**src/design/fcs_pkg.sv**
```systemverilog
// Shared types, constants and helpers for the ISO 8473 Fletcher checksum block.
// No dependencies; the front end, back end and top level import this package.
package fcs_pkg;

    localparam int FCS_LENGTH_BITS = 16;
    localparam int FCS_MID_DEPTH   = 2;
    localparam int FCS_OUT_DEPTH   = 8;

    localparam logic [8:0] MOD_VALUE   = 9'd255;
    localparam logic [7:0] MOD_TOP     = 8'd254;
    localparam logic [7:0] X_ZERO_CODE = 8'hFF;
    localparam logic [7:0] Y_ZERO_CODE = 8'h01;

    // Sums and flags of one finished PDU, handed from the front to the back.
    typedef struct packed {
        logic [7:0] run_a;
        logic [7:0] run_b;
        logic [7:0] gen_a;
        logic [7:0] gen_b;
        logic       pos_err;
    } t_sums;

    // One result item as it sits in the output queue.
    typedef struct packed {
        logic [7:0]  verify_sum_a;
        logic [7:0]  verify_sum_b;
        logic        verify_ok;
        logic [15:0] check_value;
        logic        position_error;
    } t_result;

    // Mod-255 add of two values that are each below 256 (sum at most 510).
    function automatic logic [7:0] mod_add(input logic [7:0] a, input logic [7:0] b);
        logic [8:0] s;
        s = {1'b0, a} + {1'b0, b};
        mod_add = (s >= MOD_VALUE) ? 8'(s - MOD_VALUE) : s[7:0];
    endfunction

endpackage

```
**src/design/fcs_fifo.sv**
```systemverilog
// Small first-in first-out queue built from flip-flops, one read pointer.
// Used between the front and back and as the output queue; no package needed.
module fcs_fifo #(
    parameter int WIDTH = 8,
    parameter int DEPTH = 2
) (
    input  logic                       i_clk,
    input  logic                       i_rst_n,
    input  logic                       i_push,
    input  logic [WIDTH-1:0]           i_data,
    input  logic                       i_pop,
    output logic [WIDTH-1:0]           o_data,
    output logic                       o_empty,
    output logic                       o_full,
    output logic [$clog2(DEPTH):0]     o_count
);
    localparam int AW = $clog2(DEPTH);
    localparam int CW = AW + 1;
    localparam logic [CW-1:0] FULL_CNT = CW'(DEPTH);

    logic [WIDTH-1:0] r_mem [DEPTH];
    logic [AW-1:0]    r_wr, r_rd;
    logic [CW-1:0]    r_cnt;
    logic             do_push, do_pop;

    assign o_empty = (r_cnt == '0);
    assign o_full  = (r_cnt == FULL_CNT);
    assign o_count = r_cnt;
    assign o_data  = r_mem[r_rd];
    assign do_push = i_push && !o_full;
    assign do_pop  = i_pop && !o_empty;

    always_ff @(posedge i_clk) begin
        if (!i_rst_n) begin
            r_wr  <= '0;
            r_rd  <= '0;
            r_cnt <= '0;
        end else begin
            if (do_push) begin
                r_wr <= r_wr + 1'b1;
            end
            if (do_pop) begin
                r_rd <= r_rd + 1'b1;
            end
            r_cnt <= r_cnt + CW'(do_push) - CW'(do_pop);
        end
    end

    always_ff @(posedge i_clk) begin
        if (do_push) begin
            r_mem[r_wr] <= i_data;
        end
    end
endmodule

```
**src/design/fcs_front.sv**
```systemverilog
// Front end: takes PDU bytes, keeps the running verify and generate sums.
// Depends on fcs_pkg; on the last byte it emits one record for the back end.
module fcs_front import fcs_pkg::*; #(
    parameter int LENGTH_BITS = FCS_LENGTH_BITS
) (
    input  logic                   i_clk,
    input  logic                   i_rst_n,
    input  logic                   i_accept,
    input  logic [7:0]             i_data_byte,
    input  logic                   i_first_byte,
    input  logic                   i_last_byte,
    input  logic [15:0]            i_check_position,
    output logic                   o_rec_push,
    output t_sums                  o_rec_sums,
    output logic [LENGTH_BITS-1:0] o_rec_span
);
    // Compare width holds both the count and position + 2.
    localparam int CW = ((LENGTH_BITS > 16) ? LENGTH_BITS : 16) + 2;
    localparam logic [LENGTH_BITS-1:0] COUNT_MAX = '1;

    logic [7:0]             r_run_a, r_run_b, r_gen_a, r_gen_b;
    logic [LENGTH_BITS-1:0] r_count;
    logic [15:0]            r_pos;

    logic [7:0]             base_run_a, base_run_b, base_gen_a, base_gen_b;
    logic [LENGTH_BITS-1:0] base_count;
    logic [15:0]            pos;
    logic [7:0]             n_run_a, n_run_b, n_gen_a, n_gen_b;
    logic [LENGTH_BITS-1:0] n_count;
    logic [CW-1:0]          ext_count, ext_pos, ext_len;
    logic                   in_field;

    always_comb begin
        base_run_a = i_first_byte ? 8'd0 : r_run_a;
        base_run_b = i_first_byte ? 8'd0 : r_run_b;
        base_gen_a = i_first_byte ? 8'd0 : r_gen_a;
        base_gen_b = i_first_byte ? 8'd0 : r_gen_b;
        base_count = i_first_byte ? '0 : r_count;
        pos        = i_first_byte ? i_check_position : r_pos;

        ext_count = CW'(base_count);
        ext_pos   = CW'(pos);
        // The two checksum bytes count as zero in the generate sums.
        in_field  = (ext_count == ext_pos) || (ext_count == ext_pos + 1'b1);

        n_run_a = mod_add(base_run_a, i_data_byte);
        n_run_b = mod_add(base_run_b, n_run_a);
        n_gen_a = in_field ? base_gen_a : mod_add(base_gen_a, i_data_byte);
        n_gen_b = mod_add(base_gen_b, n_gen_a);
        n_count = (base_count == COUNT_MAX) ? base_count : base_count + 1'b1;
        ext_len = CW'(n_count);
    end

    assign o_rec_push         = i_accept && i_last_byte;
    assign o_rec_sums.run_a   = n_run_a;
    assign o_rec_sums.run_b   = n_run_b;
    assign o_rec_sums.gen_a   = n_gen_a;
    assign o_rec_sums.gen_b   = n_gen_b;
    assign o_rec_sums.pos_err = (ext_pos + CW'(2)) > ext_len;
    // Only meaningful when the field fits, and then it fits in LENGTH_BITS.
    assign o_rec_span         = LENGTH_BITS'(ext_len - ext_pos);

    always_ff @(posedge i_clk) begin
        if (!i_rst_n) begin
            r_run_a <= '0;
            r_run_b <= '0;
            r_gen_a <= '0;
            r_gen_b <= '0;
            r_count <= '0;
            r_pos   <= '0;
        end else if (i_accept) begin
            r_run_a <= n_run_a;
            r_run_b <= n_run_b;
            r_gen_a <= n_gen_a;
            r_gen_b <= n_gen_b;
            r_count <= n_count;
            r_pos   <= pos;
        end
    end
endmodule

```
**src/design/fcs_back.sv**
```systemverilog
// Back end: turns one PDU record into a result item in a two-stage pipeline.
// Depends on fcs_pkg; stage one multiplies, stage two folds mod 255.
module fcs_back import fcs_pkg::*; #(
    parameter int LENGTH_BITS = FCS_LENGTH_BITS,
    parameter int OUT_DEPTH   = FCS_OUT_DEPTH
) (
    input  logic                       i_clk,
    input  logic                       i_rst_n,
    input  logic                       i_rec_valid,
    input  t_sums                      i_rec_sums,
    input  logic [LENGTH_BITS-1:0]     i_rec_span,
    output logic                       o_rec_pop,
    input  logic [$clog2(OUT_DEPTH):0] i_out_count,
    output logic                       o_res_valid,
    output t_result                    o_res
);
    localparam int FW = LENGTH_BITS + 8;
    localparam int NB = (FW + 7) / 8;
    localparam int PW = NB * 8;
    localparam int SW = 8 + $clog2(NB + 1);
    localparam int OCW = $clog2(OUT_DEPTH) + 1;
    localparam int ACW = OCW + 1;

    // Stage one: product (length - position) * A.
    logic          r_s1_v;
    t_sums         r_s1_sums;
    logic [FW-1:0] r_s1_f;
    // Stage two: byte fold of the product and the sign decisions.
    logic          r_s2_v;
    t_sums         r_s2_sums;
    logic [SW-1:0] r_s2_fold;
    logic [7:0]    r_s2_cx, r_s2_cy;
    logic          r_s2_xneg, r_s2_ypos;

    logic          load;
    logic [ACW-1:0] used;
    logic [PW-1:0] fpad;
    logic [SW-1:0] fold;
    logic [8:0]    ab;
    logic [8:0]    v;
    logic [7:0]    r255, m, n, xb, yb;

    // Results in flight plus queued must fit in the output queue.
    assign used      = ACW'(i_out_count) + ACW'(r_s1_v) + ACW'(r_s2_v);
    assign load      = i_rec_valid && (used < ACW'(OUT_DEPTH));
    assign o_rec_pop = load;

    always_comb begin
        fpad = PW'(r_s1_f);
        fold = '0;
        for (int k = 0; k < NB; k++) begin
            fold = fold + SW'(fpad[k*8 +: 8]);
        end
        ab = {1'b0, r_s1_sums.gen_a} + {1'b0, r_s1_sums.gen_b};
    end

    always_ff @(posedge i_clk) begin
        if (!i_rst_n) begin
            r_s1_v <= 1'b0;
            r_s2_v <= 1'b0;
        end else begin
            r_s1_v <= load;
            r_s2_v <= r_s1_v;
        end
    end

    always_ff @(posedge i_clk) begin
        r_s1_sums <= i_rec_sums;
        r_s1_f    <= FW'(i_rec_span) * FW'(i_rec_sums.gen_a);
        r_s2_sums <= r_s1_sums;
        r_s2_fold <= fold;
        r_s2_cx   <= mod_add(r_s1_sums.gen_a, r_s1_sums.gen_b);
        r_s2_cy   <= (r_s1_sums.gen_b == 8'd0) ? MOD_TOP : r_s1_sums.gen_b - 8'd1;
        r_s2_xneg <= r_s1_f < FW'(ab);
        r_s2_ypos <= (r_s1_sums.gen_b != 8'd0) && (r_s1_f < FW'(r_s1_sums.gen_b - 8'd1));
    end

    // M = (f - A - B) mod 255 and N = (B - 1 - f) mod 255, both 0..254.
    // The one's-complement step and the truncated remainder then become
    // small substitutions on M and N.
    always_comb begin
        v    = 9'(r_s2_fold[7:0]) + 9'(r_s2_fold[SW-1:8]);
        r255 = (v >= MOD_VALUE) ? 8'(v - MOD_VALUE) : v[7:0];
        m    = (r255 >= r_s2_cx) ? r255 - r_s2_cx : 8'(9'(r255) + MOD_VALUE - 9'(r_s2_cx));
        n    = (r_s2_cy >= r255) ? r_s2_cy - r255 : 8'(9'(r_s2_cy) + MOD_VALUE - 9'(r255));
        if (m == 8'd0 || (r_s2_xneg && m == 8'd1)) begin
            xb = X_ZERO_CODE;
        end else begin
            xb = m;
        end
        if (r_s2_ypos ? (n == MOD_TOP) : (n == 8'd0)) begin
            yb = Y_ZERO_CODE;
        end else begin
            yb = n + 8'd1;
        end
    end

    assign o_res_valid             = r_s2_v;
    assign o_res.verify_sum_a      = r_s2_sums.run_a;
    assign o_res.verify_sum_b      = r_s2_sums.run_b;
    assign o_res.verify_ok         = (r_s2_sums.run_a == 8'd0) && (r_s2_sums.run_b == 8'd0);
    assign o_res.check_value       = r_s2_sums.pos_err ? 16'd0 : {xb, yb};
    assign o_res.position_error    = r_s2_sums.pos_err;
endmodule

```
**src/design/iso8473_fletcher_checksum.sv**
```systemverilog
// Top level of the ISO 8473 Fletcher checksum block.
// Depends on fcs_pkg, fcs_front, fcs_fifo and fcs_back.
//
// Usage:
//   Input channel: one PDU byte per item with its first/last marks and the
//   checksum field position (sampled with the first byte). An item is taken
//   on a rising edge with push high and full low.
//   Result channel: one result item per last byte, carrying the verify sums,
//   the verify flag, the generated check value and the position error flag.
//   The oldest result is shown while empty is low and leaves on pop.
// Throughput: one byte per cycle while full is low, including back-to-back
//   one-byte PDUs; the byte update is two mod-255 adds per sum pair.
// Result path: a result becomes visible once its last byte has passed the
//   record queue, the multiply stage, the mod-255 fold stage and the output queue.
// Stalls: while results are not popped, the output queue fills, the back end
//   stops drawing PDU records, and once the record queue fills, full rises.
//   Bytes that do not end a PDU are still only taken while full is low.
// Reset: synchronous, active low. All sums, the byte count and the held
//   position clear, and both queues empty; results in flight are dropped.
module iso8473_fletcher_checksum import fcs_pkg::*; #(
    parameter int LENGTH_BITS = FCS_LENGTH_BITS,
    parameter int MID_DEPTH   = FCS_MID_DEPTH,
    parameter int OUT_DEPTH   = FCS_OUT_DEPTH
) (
    input  logic        i_clk,
    input  logic        i_rst_n,
    input  logic        push,
    output logic        full,
    input  logic [7:0]  i_data_byte,
    input  logic        i_first_byte,
    input  logic        i_last_byte,
    input  logic [15:0] i_check_position,
    output logic        empty,
    input  logic        pop,
    output logic [7:0]  o_verify_sum_a,
    output logic [7:0]  o_verify_sum_b,
    output logic        o_verify_ok,
    output logic [15:0] o_check_value,
    output logic        o_position_error
);
    localparam int RW = LENGTH_BITS + $bits(t_sums);

    logic                       accept;
    logic                       rec_push, rec_pop, mid_empty;
    t_sums                      rec_sums, mid_sums;
    logic [LENGTH_BITS-1:0]     rec_span, mid_span;
    logic [RW-1:0]              mid_out;
    logic                       res_valid, out_full;
    t_result                    res, out_res;
    logic [$clog2(OUT_DEPTH):0] out_count;

    assign accept = push && !full;

    fcs_front #(
        .LENGTH_BITS(LENGTH_BITS)
    ) u_front (
        .i_clk           (i_clk),
        .i_rst_n         (i_rst_n),
        .i_accept        (accept),
        .i_data_byte     (i_data_byte),
        .i_first_byte    (i_first_byte),
        .i_last_byte     (i_last_byte),
        .i_check_position(i_check_position),
        .o_rec_push      (rec_push),
        .o_rec_sums      (rec_sums),
        .o_rec_span      (rec_span)
    );

    // Records of finished PDUs wait here for the back end.
    fcs_fifo #(
        .WIDTH(RW),
        .DEPTH(MID_DEPTH)
    ) u_mid_q (
        .i_clk  (i_clk),
        .i_rst_n(i_rst_n),
        .i_push (rec_push),
        .i_data ({rec_span, rec_sums}),
        .i_pop  (rec_pop),
        .o_data (mid_out),
        .o_empty(mid_empty),
        .o_full (full),
        .o_count()
    );

    assign mid_span = mid_out[RW-1 -: LENGTH_BITS];
    assign mid_sums = mid_out[$bits(t_sums)-1:0];

    fcs_back #(
        .LENGTH_BITS(LENGTH_BITS),
        .OUT_DEPTH  (OUT_DEPTH)
    ) u_back (
        .i_clk      (i_clk),
        .i_rst_n    (i_rst_n),
        .i_rec_valid(!mid_empty),
        .i_rec_sums (mid_sums),
        .i_rec_span (mid_span),
        .o_rec_pop  (rec_pop),
        .i_out_count(out_count),
        .o_res_valid(res_valid),
        .o_res      (res)
    );

    // The back end only issues work it has room for, so out_full never
    // blocks a push; it is kept for completeness of the queue interface.
    fcs_fifo #(
        .WIDTH($bits(t_result)),
        .DEPTH(OUT_DEPTH)
    ) u_out_q (
        .i_clk  (i_clk),
        .i_rst_n(i_rst_n),
        .i_push (res_valid && !out_full),
        .i_data (res),
        .i_pop  (pop),
        .o_data (out_res),
        .o_empty(empty),
        .o_full (out_full),
        .o_count(out_count)
    );

    assign o_verify_sum_a   = out_res.verify_sum_a;
    assign o_verify_sum_b   = out_res.verify_sum_b;
    assign o_verify_ok      = out_res.verify_ok;
    assign o_check_value    = out_res.check_value;
    assign o_position_error = out_res.position_error;
endmodule

```
**config.mk**
```make
export PLATFORM = sky130hd
export DESIGN_NAME = iso8473_fletcher_checksum
export DESIGN_NICKNAME = d
export VERILOG_FILES = /design/src/design/fcs_pkg.sv /design/src/design/fcs_fifo.sv /design/src/design/fcs_front.sv /design/src/design/fcs_back.sv /design/src/design/iso8473_fletcher_checksum.sv
export SDC_FILE = /design/constraint.sdc
export NUM_CORES = 1
export LEC_CHECK = 0
export BUFFER_PORTS_ARGS = -buffer_cell sky130_fd_sc_hd__clkbuf_2
export CORE_ASPECT_RATIO = 0.9
export CORE_MARGIN = 2
export CORE_UTILIZATION = 60
export CTS_CLUSTER_DIAMETER = 80
export DETAILED_ROUTE_END_ITERATION = 6
export PLACE_DENSITY = 0.82
export RECOVER_POWER = 100
export SYNTH_ARGS = -nofsm -noshare
export SYNTH_HDL_FRONTEND = slang
export SYNTH_SLANG_ARGS = --single-unit
```
**constraint.sdc**
```tcl
create_clock -name i_clk -period 12.55 [get_ports i_clk]
set_input_delay 1.255 -clock i_clk [delete_from_list [all_inputs] [get_ports i_clk]]
set_output_delay 1.255 -clock i_clk [all_outputs]
set_load 0.03 [all_outputs]
```
; ---- Word-level counts from Yosys, hierarchy flattened
; Memories as Yosys holds them, arrays and structs flattened. A register that Yosys moved wholly into a read port is not among the register bits.
; Cells that the tools add are included.
[totals]
ramBits = 370
elab_cells = 140
n_memories = 2
out_inout_bits = 36
ff_bits = 182
[op_classes]
n_eq_ne = 7
multipliers = 1
muxes = 28
n_addsub = 37
magnitude_cmp = 12
n_reduce_logical = 25
[mem_list]
columns = name, depth, width, rd, rd_clocked_by_memory_dff, write_ports, line
row1 = u_out_q.r_mem, 8, 34, 1, 1, 1, fcs_fifo.sv:21  ; logic [WIDTH-1:0] r_mem [DEPTH];
row2 = u_mid_q.r_mem, 2, 49, 1, 1, 1, fcs_fifo.sv:21
[op_table]
columns = op, count
row1 = 8-bit 2-to-1 mux, 15
row2 = 16-bit 2-to-1 mux, 4
row3 = 8-bit by 8-bit adder with 9-bit output, 6
row4 = 9-bit by 8-bit greater-or-equal comparator with 1-bit output (second input constant), 6
row5 = 8-bit subtractor (second input constant), 6
row6 = 8-bit zero test, 5
row7 = 8-bit subtractor, 4
row8 = 24-bit < comparator, 1
row9 = 24-bit by 9-bit < comparator with 1-bit output, 1
row10 = 16-bit by 8-bit multiplier with 24-bit output, 1
row11 = 16-bit by 18-bit == test with 1-bit output, 1
row12 = 18-bit by 16-bit greater-than comparator with 1-bit output, 1
row13 = 16-bit by 1-bit adder with 17-bit output (second input constant), 1
row14 = 16-bit by 2-bit adder with 17-bit output (second input constant), 1
row15 = 16-bit by 1-bit adder with 16-bit output (second input constant), 1
row16 = 8-bit adder (second input constant), 2
row17 = 16-bit == test, 1
row18 = 16-bit == test (second input constant), 1
row19 = 8-bit greater-or-equal comparator, 2
row20 = 16-bit subtractor, 1
row21 = 1-bit logical AND, 11
row22 = 10-bit by 8-bit adder with 10-bit output, 1
row23 = 8-bit by 2-bit adder with 9-bit output, 1
row24 = 8-bit by 1-bit subtractor with 9-bit output (second input constant), 1
row25 = 22 further kinds, 35

; ---- Logic depth before layout (Yosys ltp)
; Gate-level depths: netlist (run 1).
[depth]
depth_word = 11
depth_mapped = 30

; ---- Cells and area by module
; From an unflattened synthesis (run 1), not the netlist that was laid out.
[unflattened]
hier_cells = 2669
area_unflattened_um2 = 31931.9
[by_module_without_submodules]
columns = module, seq_area_each_um2, area_per_inst_um2, instances, cells_per_inst
row1 = fcs_fifo at u_out_q, 8428.1, 11040.6, 1, 473
row2 = fcs_back, 2082.0, 9870.7, 1, 1103
row3 = fcs_front, 1281.2, 7174.4, 1, 911
row4 = fcs_fifo at u_mid_q, 3042.9, 3814.9, 1, 179
row5 = iso8473_fletcher_checksum, 0.0, 31.3, 1, 3

; ---- Worst setup path after synthesis (run 1)
; OpenSTA, ideal clock, no wires.
[synth_timing]
kind = input-to-reg
startpoint = in i_first_byte
endpoint = reg u_front.r_gen_b[5]
stages = 26
required_ps = 12434
t_arrival_ps = 7754
path_slack_ps = 4680
cell_sequence = buf_2 > clkbuf_1 > buf_1 > buf_1 > clkbuf_1 > nor2b_1 > ha_1 > fa_1 > a21o_1 > a311o_1 > maj3_1 > xnor2_1 > nand3_1 > o21ai_1 > mux2_2 > mux2_1 > fa_1 > a21o_1 > a21oi_1 > xnor2_1 > nand3_1 > nor2_1 > a41o_1 > nor3b_1 > xnor2_1 > o211a_1
[synth_lines]
columns = element, line
row1 = "start, declared", iso8473_fletcher_checksum.sv:30  ; input logic i_first_byte,
row2 = "end signal, assigned", fcs_front.sv:75  ; r_gen_b <= n_gen_b;
row3 = "end, declared", fcs_front.sv:21  ; logic [7:0] r_run_a, r_run_b, r_gen_a, r_gen_b;

==> metrics.cfg, run 1 <==
[critical_path]
rrSetupSlack_ns=3.71
endpoint=u_front.r_run_b[1]$_SDFFE_PN0P_
cpMaxStageDelayCell=clkbuf_1
cp-end-kind=flop
critical_path_class=primary input to flop
crit_chain=clkbuf_1, inv_1, nand2_1, inv_1, ha_1, a21o_1, a21o_1, a211oi_1, o21ai_0, and3_1, nor4b_1, a21o_1, mux2_1, fa_1, a21o_1, a21oi_1, xnor2_1, nand3_1, nand4bb_1, o41ai_2, mux2_1, nand2_1, a21oi_1
start_kind=primary input
cp.arrival_ns=9.90
cp.required_ns=12.90
timing.rr.end=u_back.fpad[23]$_DFF_P_
critPathMaxStageDelay_ns=1.33
reg2reg_depth=18
critPathMostFrequentCell=a21o_1
startpoint=i_first_byte
crit_fanout=38

[timing]
hold_viol=0
max_freq_mhz=105
setup_tns_ns=0
setup_viol=0
drv_slew=708
layout_min_cycle_time_ns=9.56
grt_setup_unrepaired=false
relSlewSlack_pct=-183
worst_pin_slew_ns=4.25
skew_ns=0.0407
min_period_over_period_pct=76.2

[clocking]
cts.root.buffer_cell=clkbuf_16
cts_tree=built
cts_setup_buffers=0
cts-hold-fix-buffers=0
clock_path_buffers=3
cts_max_level=2
path_clk_slew_ns=0.07
cts_resized=0
cts.sinks=556
numCtsBuffers=54
clk_latency_ns=0.63

[die]
initial_utilization_pct=60.6
core-area_um2=51600
die_h_um=221
dieArea_um2=53900
die_x_um=245
num_io_pins=66
rows=79

[global_routing]
grt_pass1_vias=21130
antenna_found_initial=0
grt_use_total_pct=26.3
grt-ovfl-total=0
grt_pass1_wl_mm=112
grt_max_degree=72

[logic_synthesis]
synth_edf_count=370
ys_seq_area_share_pct=47.5
syn_area_um2=31300
ys.warnings.count=0
synth_top_area_share_pct=35.5
yosysUniqueCellTypes=87
synthFlopType=edfxtp_1
synth_nets=2979
syn_avg_cell_area_um2=11.8
ys_ff_latch=556
syn-instance-count=2644
synth_top_cell_by_area=edfxtp_1
synth_area_leaders=edfxtp_1 36%, dfxtp_1 12%, ha_1 8.3%
async_reset_ff_share_pct=0

[final_layout]
areaGrowthSynthToFinish_pct=8.89
drive_above_1_share_pct=9.97
diodes=0
fin_area_um2=34000
nets=3048

[min_path]
min_path_type=flop to flop

[route]
top_layer=met4
viasPerCell=6.10
first_pass_iters=6
met2WireLength_mm=34.5
drcViolationCount=0
ant_nets=0
m1WireLength_mm=29.5
vias=21015
wl_per_cell_um=20.6
wl_met3_mm=4.60
wl_mm=71.1
drt_iter0_markers=1649

[placement]
dp_hpwl_mm=47.7
io_buffers=65
place_area_um2=32400
place.gp.congestion=0.954

[outcome]
status=finished, violations left
failed_checks=capacitance limit, slew limit

[run]
drv_cap=16

[flip-flops by register name, indices dropped and copies added (netlist names), 4 cells and up, named ones only]
name	count
u_back.fpad	24
u_back.o_res	17
u_back.r_s1_sums	33
u_back.r_s2_cx	8
u_back.r_s2_cy	8
u_back.r_s2_fold	10
u_front.r_count	16
u_front.r_gen_a	8
u_front.r_gen_b	8
u_front.r_pos	16
u_front.r_run_a	8
u_front.r_run_b	8
u_mid_q.r_mem	98
u_out_q.o_count	4
u_out_q.r_mem	272
[layout make-up]
class / count / area [um^2]
Fill cell: 3718 / 17600
Multi-Input combinational cell: 1808 / 15400
Sequential cell: 556 / 14800
Clock buffer: 63 / 1400
Tap cell: 688 / 861
Inverter: 202 / 758
Clock inverter: 38 / 397
Timing Repair Buffer: 91 / 388
[how the worst min path moves through the flow]
stage | startpoint | end | depth (start not counted)
after floorplan | u_back.r_s1_sums[0]$_DFF_P_ | u_back.o_res[0]$_DFF_P_ | 0
after global routing | u_back.r_s1_sums[24]$_DFF_P_ | u_back.o_res[25]$_DFF_P_ | 0
after CTS | u_back.r_s1_sums[24]$_DFF_P_ | u_back.o_res[25]$_DFF_P_ | 0
after global placement | u_back.r_s1_sums[0]$_DFF_P_ | u_back.o_res[0]$_DFF_P_ | 0
after detailed placement | u_back.r_s1_sums[29]$_DFF_P_ | u_back.o_res[30]$_DFF_P_ | 0
final | u_back.r_s1_sums[24]$_DFF_P_ | u_back.o_res[25]$_DFF_P_ | 0
[routing by layer]
metal,GRT usage (%),vias up
li1,-,9704
met1,34.1,10288
met2,45.4,857
met3,3.65,166
met4,9.61,0
met5,0,-
[worst max-delay path, delay by kind of cell]
| kind | cells | cell delay (ns) |
|---|---|---|
| xor gates and xnor gates | 1 | 0.24 |
| buffers and inverters | 3 | 2.47 |
| and+or+nand+nor | 6 | 2.14 |
| muxes | 2 | 0.85 |
| AOI/OAI and AO/OA | 9 | 2.12 |
| adders and majority gates | 2 | 0.79 |
[cell usage after synthesis (16+ instances only)]
library cell / count
edfxtp_1: 370
ha_1: 207
inv_1: 199
nor2_1: 198
dfxtp_1: 186
nand2_1: 179
a21oi_1: 106
xnor2_1: 104
fa_1: 98
mux2_2: 78
o21ai_0: 69
mux4_2: 68
clkbuf_1: 62
xor2_1: 61
nor2b_1: 54
mux2i_1: 49
a21o_1: 44
nor3_1: 44
nand3_1: 41
a211oi_1: 37
nand2b_1: 33
o21a_1: 24
nand4_1: 22
and2_1: 21
o21ai_1: 18
and3_1: 17
o21bai_1: 17
a31oi_1: 16
[through the flow]
step / cells / utilization (%) / hold WS, ns / setup WS (ns)
after floorplan: 2644 / - / 0.310 / 4.68
after global placement: 3345 / 62.8 / 0.312 / 4.62
after detailed placement: 3345 / 62.8 / 0.314 / 4.34
after CTS: 3446 / 66.3 / 0.290 / 4.98
after global routing: 3446 / 66.0 / 0.306 / 2.35
final: 3446 / 66.0 / 0.294 / 2.99
[layout by cell type (no fill, tap or decap), types with 17 or more instances in the layout]
cell type    n
nand3_1     41
a21o_1      44
o21ai_0     78
o21a_1      24
mux2_2      67
nor2b_1     53
clkbuf_1    68
clkbuf_2    28
a211oi_1    37
nand4_1     22
a21oi_1    106
ha_1       207
mux2i_1     50
mux2_1      18
inv_1      201
xor2_1      61
mux4_2      68
fa_1        98
nor2_1     191
nor3_1      44
edfxtp_1   370
clkbuf_16   54
dfxtp_1    183
o21bai_1    17
xnor2_1    104
and2_1      17
nand2_1    179
nand2b_1    33
[kinds of logic (layout without fill, tap and decap cells)]
| logic type | count (synthesis) | count (layout) | synth area share (%) |
|---|---|---|---|
| AND/OR/NAND/NOR | 686 | 686 | 10.6 |
| XOR/XNOR | 165 | 165 | 4.62 |
| flip-flops | 556 | 556 | 47.5 |
| adder cells (fa/ha/maj) | 307 | 307 | 14.6 |
| multiplexers | 203 | 203 | 9.60 |
| AO/OA/AOI/OAI | 447 | 447 | 9.66 |
| buffers and inverters | 280 | 394 | 3.37 |
Power of run 1 is not shown: default switching activity piles up to over one toggle a cycle in this logic, so the estimate is an artifact.
==> run 2, diff against run 1 <==
- CORE_UTILIZATION: 60 -> 58
- PLACE_DENSITY: 0.82 -> 0.83
- clock period: 12.55 -> 8 ns (I/O delays scaled with it)
==> run 2 against run 1 <==
Against the previous run: the flow finishes with violations (DRC, capacitance limit, slew limit); clock skew decreased by 0.00081 ns; register-to-register slack worse by 3.0 ns; count of clock-buffer cells in the layout rose by 5; die area grew 3.4%; sequential share of layout area is essentially flat; final area is essentially flat; first-iteration DRC count is 18% higher; worst hold slack gained 0.0025 ns; via count increased by 0.35%; critical path type is now flop to flop; routed wire length is 1.6% higher.
==> metrics.cfg, run 2 (synthesis results as in run 1) <==
[critical_path]
critPathMaxStageDelay_ns=1.13
cp-end-kind=flop
reg2reg_depth=17
cp_top_family=compound AO/OA/AOI/OAI gates
critPathMostFrequentCell=fa_1
crit_chain=clkbuf_1, mux2i_1, inv_1, nand2_1, fa_1, inv_1, fa_1, fa_1, ha_1, o21a_1, a21oi_1, o221ai_1, a31oi_1, o21ai_1, a311o_1, a21oi_1, xnor2_1
rrSetupSlack_ns=0.67
cp.arrival_ns=7.86
crit_fanout=36
start_kind=flop
critical_path_class=flop to flop
cp.required_ns=8.53
timing.rr.end=u_back.fpad[22]$_DFF_P_
cpMaxStageDelayCell=clkbuf_1
crit_buf_inv=3

[clocking]
cts_tree=built
cts_max_level=2
cts_setup_buffers=0
clock_path_buffers=3
path_clk_slew_ns=0.07
numCtsBuffers=53
cts-hold-fix-buffers=0
clk_latency_ns=0.62
cts.root.buffer_cell=clkbuf_16
cts_resized=0
cts.sinks=556

[placement]
place.gp.congestion=0.927
io_buffers=65
place_area_um2=32400
dp_hpwl_mm=48.1
dp_cells=3355

[outcome]
status=finished, violations left
failed_checks=DRC, capacitance limit, slew limit

[final_layout]
drive_above_1_share_pct=10.2
fin_cells=3455
nets=3048
final_util_pct=64.1
diodes=0
reg_top3=u_out_q.r_mem x272, u_mid_q.r_mem x98, u_back.r_s1_sums x33
largest_register_ffs=272
fin_area_um2=34000
layout_commonest_cell=edfxtp_1
areaGrowthSynthToFinish_pct=8.93
top_register=u_out_q.r_mem
final_cell_mix=370 x edfxtp_1, 207 x ha_1, 200 x inv_1

[die]
core-area_um2=53200
initial_utilization_pct=58.8
rows=80
num_io_pins=66
die_h_um=224
dieArea_um2=55800
die_x_um=249

[min_path]
hp-start=u_back.r_s1_sums[19]$_DFF_P_
min_to=u_back.o_res[20]$_DFF_P_
min_path_type=flop to flop
whs_path_depth=0

[timing]
min_period_over_period_pct=91.6
layout_min_cycle_time_ns=7.33
setup_viol=0
worst_pin_slew_ns=4.26
drv_slew=596
setup_tns_ns=0
skew_ns=0.0399
grt_setup_unrepaired=false
hold_viol=0
relSlewSlack_pct=-184
max_freq_mhz=136

[global_routing]
grt_use_total_pct=25.8
grt-ovfl-total=0
antenna_found_initial=0
grt_pass1_vias=21421
grt_pass1_wl_mm=115
grt_max_degree=72

[route]
drcViolationCount=3
first_pass_iters=7
drt_iter0_markers=1944
wl_per_cell_um=20.9
viasPerCell=6.10
wl_mm=72.2
vias=21088
ant_nets=0

[run]
drv_cap=14

run 2: cell count changes in the layout (fill, tap and decap cells not counted), sizes merged:
cell and delta:
clkbuf +3, inv +3, bufinv -1, buf +3, clkinv -7, clkinvlp -1
run 2: through the flow:
stage          setup slack (ns)  hold slack, ns
2_1_floorplan             0.585           0.310
6_report                  0.674           0.297
3_5_place_dp              0.748           0.312
4_1_cts                    1.30           0.294
3_3_place_gp              0.869           0.312
5_1_grt                   0.408           0.310
run 2: how the worst max path moves through the flow:
stage	cells past startpoint	slack, ns	end	start
floorplan	26	0.58	u_front.r_gen_b[5]$_SDFFE_PN0P_	i_first_byte
global placement	22	0.87	u_front.r_gen_b[5]$_SDFFE_PN0P_	i_first_byte
detailed placement	22	0.75	u_front.r_gen_b[5]$_SDFFE_PN0P_	i_first_byte
CTS	22	1.30	u_front.r_gen_b[5]$_SDFFE_PN0P_	i_first_byte
global route	18	0.41	u_back.fpad[23]$_DFF_P_	flop
finish	17	0.67	u_back.fpad[22]$_DFF_P_	flop
run 2: metal layers:
| layer | GRT usage, % | share of wire [%] |
|---|---|---|
| met5 | 0 | 0 |
| met4 | 8.86 | 3.1 |
| met3 | 3.87 | 6.5 |
| met2 | 44.4 | 49 |
| met1 | 33.9 | 42 |
run 2: layout make-up:
type | count | area, um^2
fillers | 3804 | 19100
repair buffers | 92 | 402
flip-flops and latches | 556 | 14800
clock inverters | 32 | 338
clock buffers | 68 | 1440
inverters | 202 | 758
multi-input cells | 1808 | 15400
well taps | 697 | 872
Power of run 2 is left out for the same reason.
